[config.mk]
export PLATFORM = sky130hd
export DESIGN_NAME = rbf_lane
export DESIGN_NICKNAME = d
export VERILOG_FILES = /design/src/rtl/rbf_pkg.sv /design/src/rtl/rbf_lane.sv
export SDC_FILE = /design/constraint.sdc
export NUM_CORES = 1
export LEC_CHECK = 0
export ABC_AREA = 1
export CAP_MARGIN = 40
export CORE_ASPECT_RATIO = 1.2
export CORE_UTILIZATION = 60
export CTS_BUF_LIST = sky130_fd_sc_hd__clkbuf_16
export CTS_CLUSTER_DIAMETER = 80
export CTS_CLUSTER_SIZE = 40
export DETAILED_ROUTE_END_ITERATION = 7
export DONT_BUFFER_PORTS = 1
export GPL_TIMING_DRIVEN = 0
export PLACE_DENSITY = 0.77
export SYNTH_ARGS = -nofsm -noshare
export SYNTH_HDL_FRONTEND = slang
export SYNTH_SLANG_ARGS = --single-unit
[constraint.sdc]
create_clock -name clk -period 4.5 [get_ports clk]
set_clock_uncertainty 0.2 [all_clocks]
set_input_delay 0 -clock clk [delete_from_list [all_inputs] [get_ports clk]]
set_output_delay 0 -clock clk [all_outputs]
set_load 0.02 [all_outputs]
[src/rtl/rbf_pkg.sv]
// shared constants and types for the rgb 3x3 box filter
package rbf_pkg;

    localparam int MAX_WIDTH = 2048;
    localparam int ADDR_W    = $clog2(MAX_WIDTH);
    localparam int WIDTH_W   = 12;
    localparam int HEIGHT_W  = 16;
    localparam int CMP_W     = (ADDR_W + 1 > WIDTH_W) ? ADDR_W + 1 : WIDTH_W;
    localparam int CFG_W     = (WIDTH_W > HEIGHT_W) ? WIDTH_W : HEIGHT_W;

    localparam int CHAN_W    = 8;
    localparam int NUM_CHAN  = 3;
    localparam int PIX_W     = CHAN_W * NUM_CHAN;
    localparam int WIN_TAPS  = 9;
    localparam int SUM_W     = 12;
    localparam int COL_W     = 11;
    localparam int ROW_W     = 16;

    // sum / 9 as (sum * 7282) >> 16, exact for sums up to 9 * 255
    localparam int RECIP_W     = 13;
    localparam int RECIP_9     = 7282;
    localparam int RECIP_SHIFT = 16;
    localparam int PROD_W      = SUM_W + RECIP_W;

    localparam int IN_TDATA_W  = 24;
    localparam int OUT_TDATA_W = 56;

    localparam logic [WIDTH_W-1:0]  WIDTH_RESET  = WIDTH_W'(640);
    localparam logic [HEIGHT_W-1:0] HEIGHT_RESET = HEIGHT_W'(480);
    localparam logic [CMP_W-1:0]    MIN_DIM      = CMP_W'(3);
    localparam logic [CMP_W-1:0]    MAX_DIM      = CMP_W'(MAX_WIDTH);

    typedef enum logic {
        REG_WIDTH  = 1'b0,
        REG_HEIGHT = 1'b1
    } cfg_reg_t;

    typedef logic [WIN_TAPS-1:0][CHAN_W-1:0] chan_win_t;

endpackage

[src/rtl/rbf_lane.sv]
// one color channel: nine-tap sum, then divide by nine
module rbf_lane
    import rbf_pkg::*;
(
    input  logic              clk,
    input  logic              en,
    input  chan_win_t         taps,
    output logic [CHAN_W-1:0] mean
);

    logic [SUM_W-1:0]  sum_next;
    logic [SUM_W-1:0]  sum_reg;
    logic [PROD_W-1:0] prod;
    logic [CHAN_W-1:0] mean_reg;

    always_comb
    begin
        sum_next = '0;
        for (int i = 0; i < WIN_TAPS; i++)
        begin
            sum_next = sum_next + SUM_W'(taps[i]);
        end
    end

    assign prod = PROD_W'(sum_reg) * PROD_W'(RECIP_9);

    always_ff @(posedge clk)
    begin
        if (en)
        begin
            sum_reg  <= sum_next;
            mean_reg <= prod[RECIP_SHIFT +: CHAN_W];
        end
    end

    assign mean = mean_reg;

endmodule

==> impl_metrics.yaml <==
floorplan:
  core_mm2: 0.00740
  dieArea_mm2: 0.00814
  io_pins: 82
  start_util: 0.630
  die_x_um: 82.5
  num_rows: 34
  die_h_um: 98.6
placed_design:
  dp_hpwl_um: 7780
  placed_cells: 588
  numPortBuffers: 0
  routabilityCongestion: 0.917
sta:
  fin_crit_sh: 0.987
  finalHoldViolCount: 0
  finalSetupViolCount: 0
  slew_viol_final: 0
  post-route-min-period_ns: 4.44
  fmaxAchievable_mhz: 225
  worstMarginPinSlew_ns: 0.329
  maxSlewHeadroom: 0.781
finish:
  nets: 759
  layout_commonest_cell: "inv_1"
  finalNonFillerCells: 611
  syn_to_final_growth_pct: 11.8
  nFillCells: 557
  final_cell_mix: "135 x inv_1, 81 x fa_1, 71 x nand2_1"
  drive_gt1_frac: 0.131
  largest_register_ffs: 12
  n_antenna_cell: 0
logic_synthesis:
  synth_cells: 498
  ys_seq_area_frac: 0.129
  synth-main-ff-cell: "edfxtp_1"
  yosysTopAreaCell: "fa_1"
  avgSynthCellArea_um2: 9.37
  synth_edf_count: 20
  async_flop_share: 0
  synth_top_area_frac: 0.356
  ys_warn_count: 0
  ys_ff_latch: 20
  netlist-cell-type-count: 28
  mappedNetlistNets: 735
  ys_top_cells_by_area: "fa_1 36%, ha_1 21%, edfxtp_1 13%"
  synth_area_mm2: 0.00467
route:
  drt-pass1-iter-count: 5
  drt_wl_total_um: 9840
  drc: 0
  vias_per_cell: 5.42
  drt_iter0_markers: 200
  avgRoutedWirePerCell_um: 16.1
  via_count: 3312
  drt.antenna.violating_nets: 0
setup_path:
  path_max_fanout: 3
  crit_arrival_ns: 4.24
  worst-r2r-cell-count: 17
  cp-start-kind: "flop"
  rr_startpoint: "sum_reg[8]"
  r2r_end: "mean[7]"
  rrSetupSlack_ns: 0.06
  path_class: "reg2reg"
  cp_data_required_time_ns: 4.30
  cp-end-kind: "flop"
cts:
  cts.clk_slew.worst_paths_ns: 0.06
  cts_buffers: 3
  clk_latency_ns: 0.26
  cts_buffer_depth: 2
  cts_tree: "built"
  root_buffer: "clkbuf_16"
  cts.sinks: 20
  htreeDepth: 1
global_routing:
  grtUsageTotal: 0.253
  grt_pass1_vias: 3491
  grt_max_degree: 21
  antenna_found_initial: 0
  grt_pass1_wl_um: 15200
  overflow: 0
min_path:
  hp-start: "taps[16]"
  hp-class: "in2reg"
  min_delay_worst_endpoint: "sum_reg[0]"
  whs_path_depth: 3
run:
  maxCapViolCount: 0
run_status:
  status: "complete, no violations"
[critical path: stages (launching register included)]
cell,delay [ns]
edfxtp_1,0.47
buf_4,0.17
buf_4,0.14
fa_1,0.42
ha_1,0.33
inv_1,0.06
fa_1,0.51
inv_1,0.07
fa_1,0.59
ha_4,0.23
ha_4,0.27
nand2_2,0.06
inv_2,0.06
nand2_2,0.07
nor2_2,0.14
nand4_1,0.16
nand4_1,0.13
nand2_1,0.09
[per-layer routing]
| layer | part of all wire | vias up | track usage |
|---|---|---|---|
| li1 | - | 1562 | - |
| met1 | 0.37 | 1596 | 0.302 |
| met2 | 0.54 | 120 | 0.453 |
| met3 | 0.046 | 34 | 0.0241 |
| met4 | 0.040 | 0 | 0.109 |
| met5 | 0 | - | 0 |
[layout make-up]
class | count | area, µm² | area share
clock buffer | 3 | 75.1 | 0.0144
timing repair buffer | 19 | 158 | 0.0302
sequential | 20 | 601 | 0.115
tap | 90 | 113 | 0.0216
inverter | 146 | 548 | 0.105
clock inverter | 1 | 30.0 | 0.00575
multi-input combinational | 332 | 3700 | 0.708
[cells in the mapped netlist, types with 2 or more instances]
cell	instances
a21o_1	3
nand3_1	15
a21oi_1	18
nor3_2	3
inv_1	142
fa_1	83
edfxtp_1	20
nand2_1	74
nand2_2	4
nand3_2	2
o21a_1	2
nand4_1	3
nor2_1	19
ha_1	80
nor2_2	2
inv_2	4
o21ai_2	2
o21bai_1	2
xnor2_1	4
xor2_1	8
[timing repair]
| item | in CTS | in global routing |
|---|---|---|
| endpoints found under the setup margin | 8 | 8 |
| hold endpoints to repair | 21 | 0 |
| pin swaps | 3 | 17 |
| resized for setup | 6 | 28 |
| setup buffers | 10 | 5 |
| hold buffers | 3 | 0 |
[metrics by stage]
| step | TNS (ns) | utilization | area [µm²] | hold slack (ns) | setup slack, ns |
|---|---|---|---|---|---|
| 2_1_floorplan | 0 | - | 4670 | -0.0875 | 0.0128 |
| 3_3_place_gp | -1.50 | 0.646 | 4780 | -0.0864 | -0.304 |
| 3_5_place_dp | -2.29 | 0.646 | 4780 | -0.0866 | -0.393 |
| 4_1_cts | -0.0130 | 0.681 | 5040 | 0.0228 | -0.00918 |
| 5_1_grt | -0.337 | 0.705 | 5220 | 0.0377 | -0.0727 |
| 6_report | 0 | 0.705 | 5220 | 0.0232 | 0.0591 |
[worst max path at each step]
stage | startpoint | end | slack [ns] | depth (start not counted)
2_1_floorplan | sum_reg[3] | mean[3] | 0.01 | 19
3_3_place_gp | sum_reg[3] | mean[3] | -0.30 | 19
3_5_place_dp | sum_reg[3] | mean[3] | -0.39 | 19
4_1_cts | sum_reg[8] | mean[3] | -0.009 | 17
5_1_grt | sum_reg[7] | mean[3] | -0.07 | 16
6_report | sum_reg[8] | mean[7] | 0.06 | 17
[cell families (layout without fill, tap and decap cells)]
| family | Yosys count | in the layout | synth area share |
|---|---|---|---|
| xor+xnor | 12 | 12 | 0.0225 |
| fa+ha+maj | 163 | 163 | 0.571 |
| simple gates | 125 | 125 | 0.119 |
| compound gates | 32 | 32 | 0.0418 |
| flops | 20 | 20 | 0.129 |
| buf+inv | 146 | 169 | 0.117 |
Power is left out: the tool's default activity adds up to more than one toggle a clock period on the data nets, which glitch-free logic cannot reach.
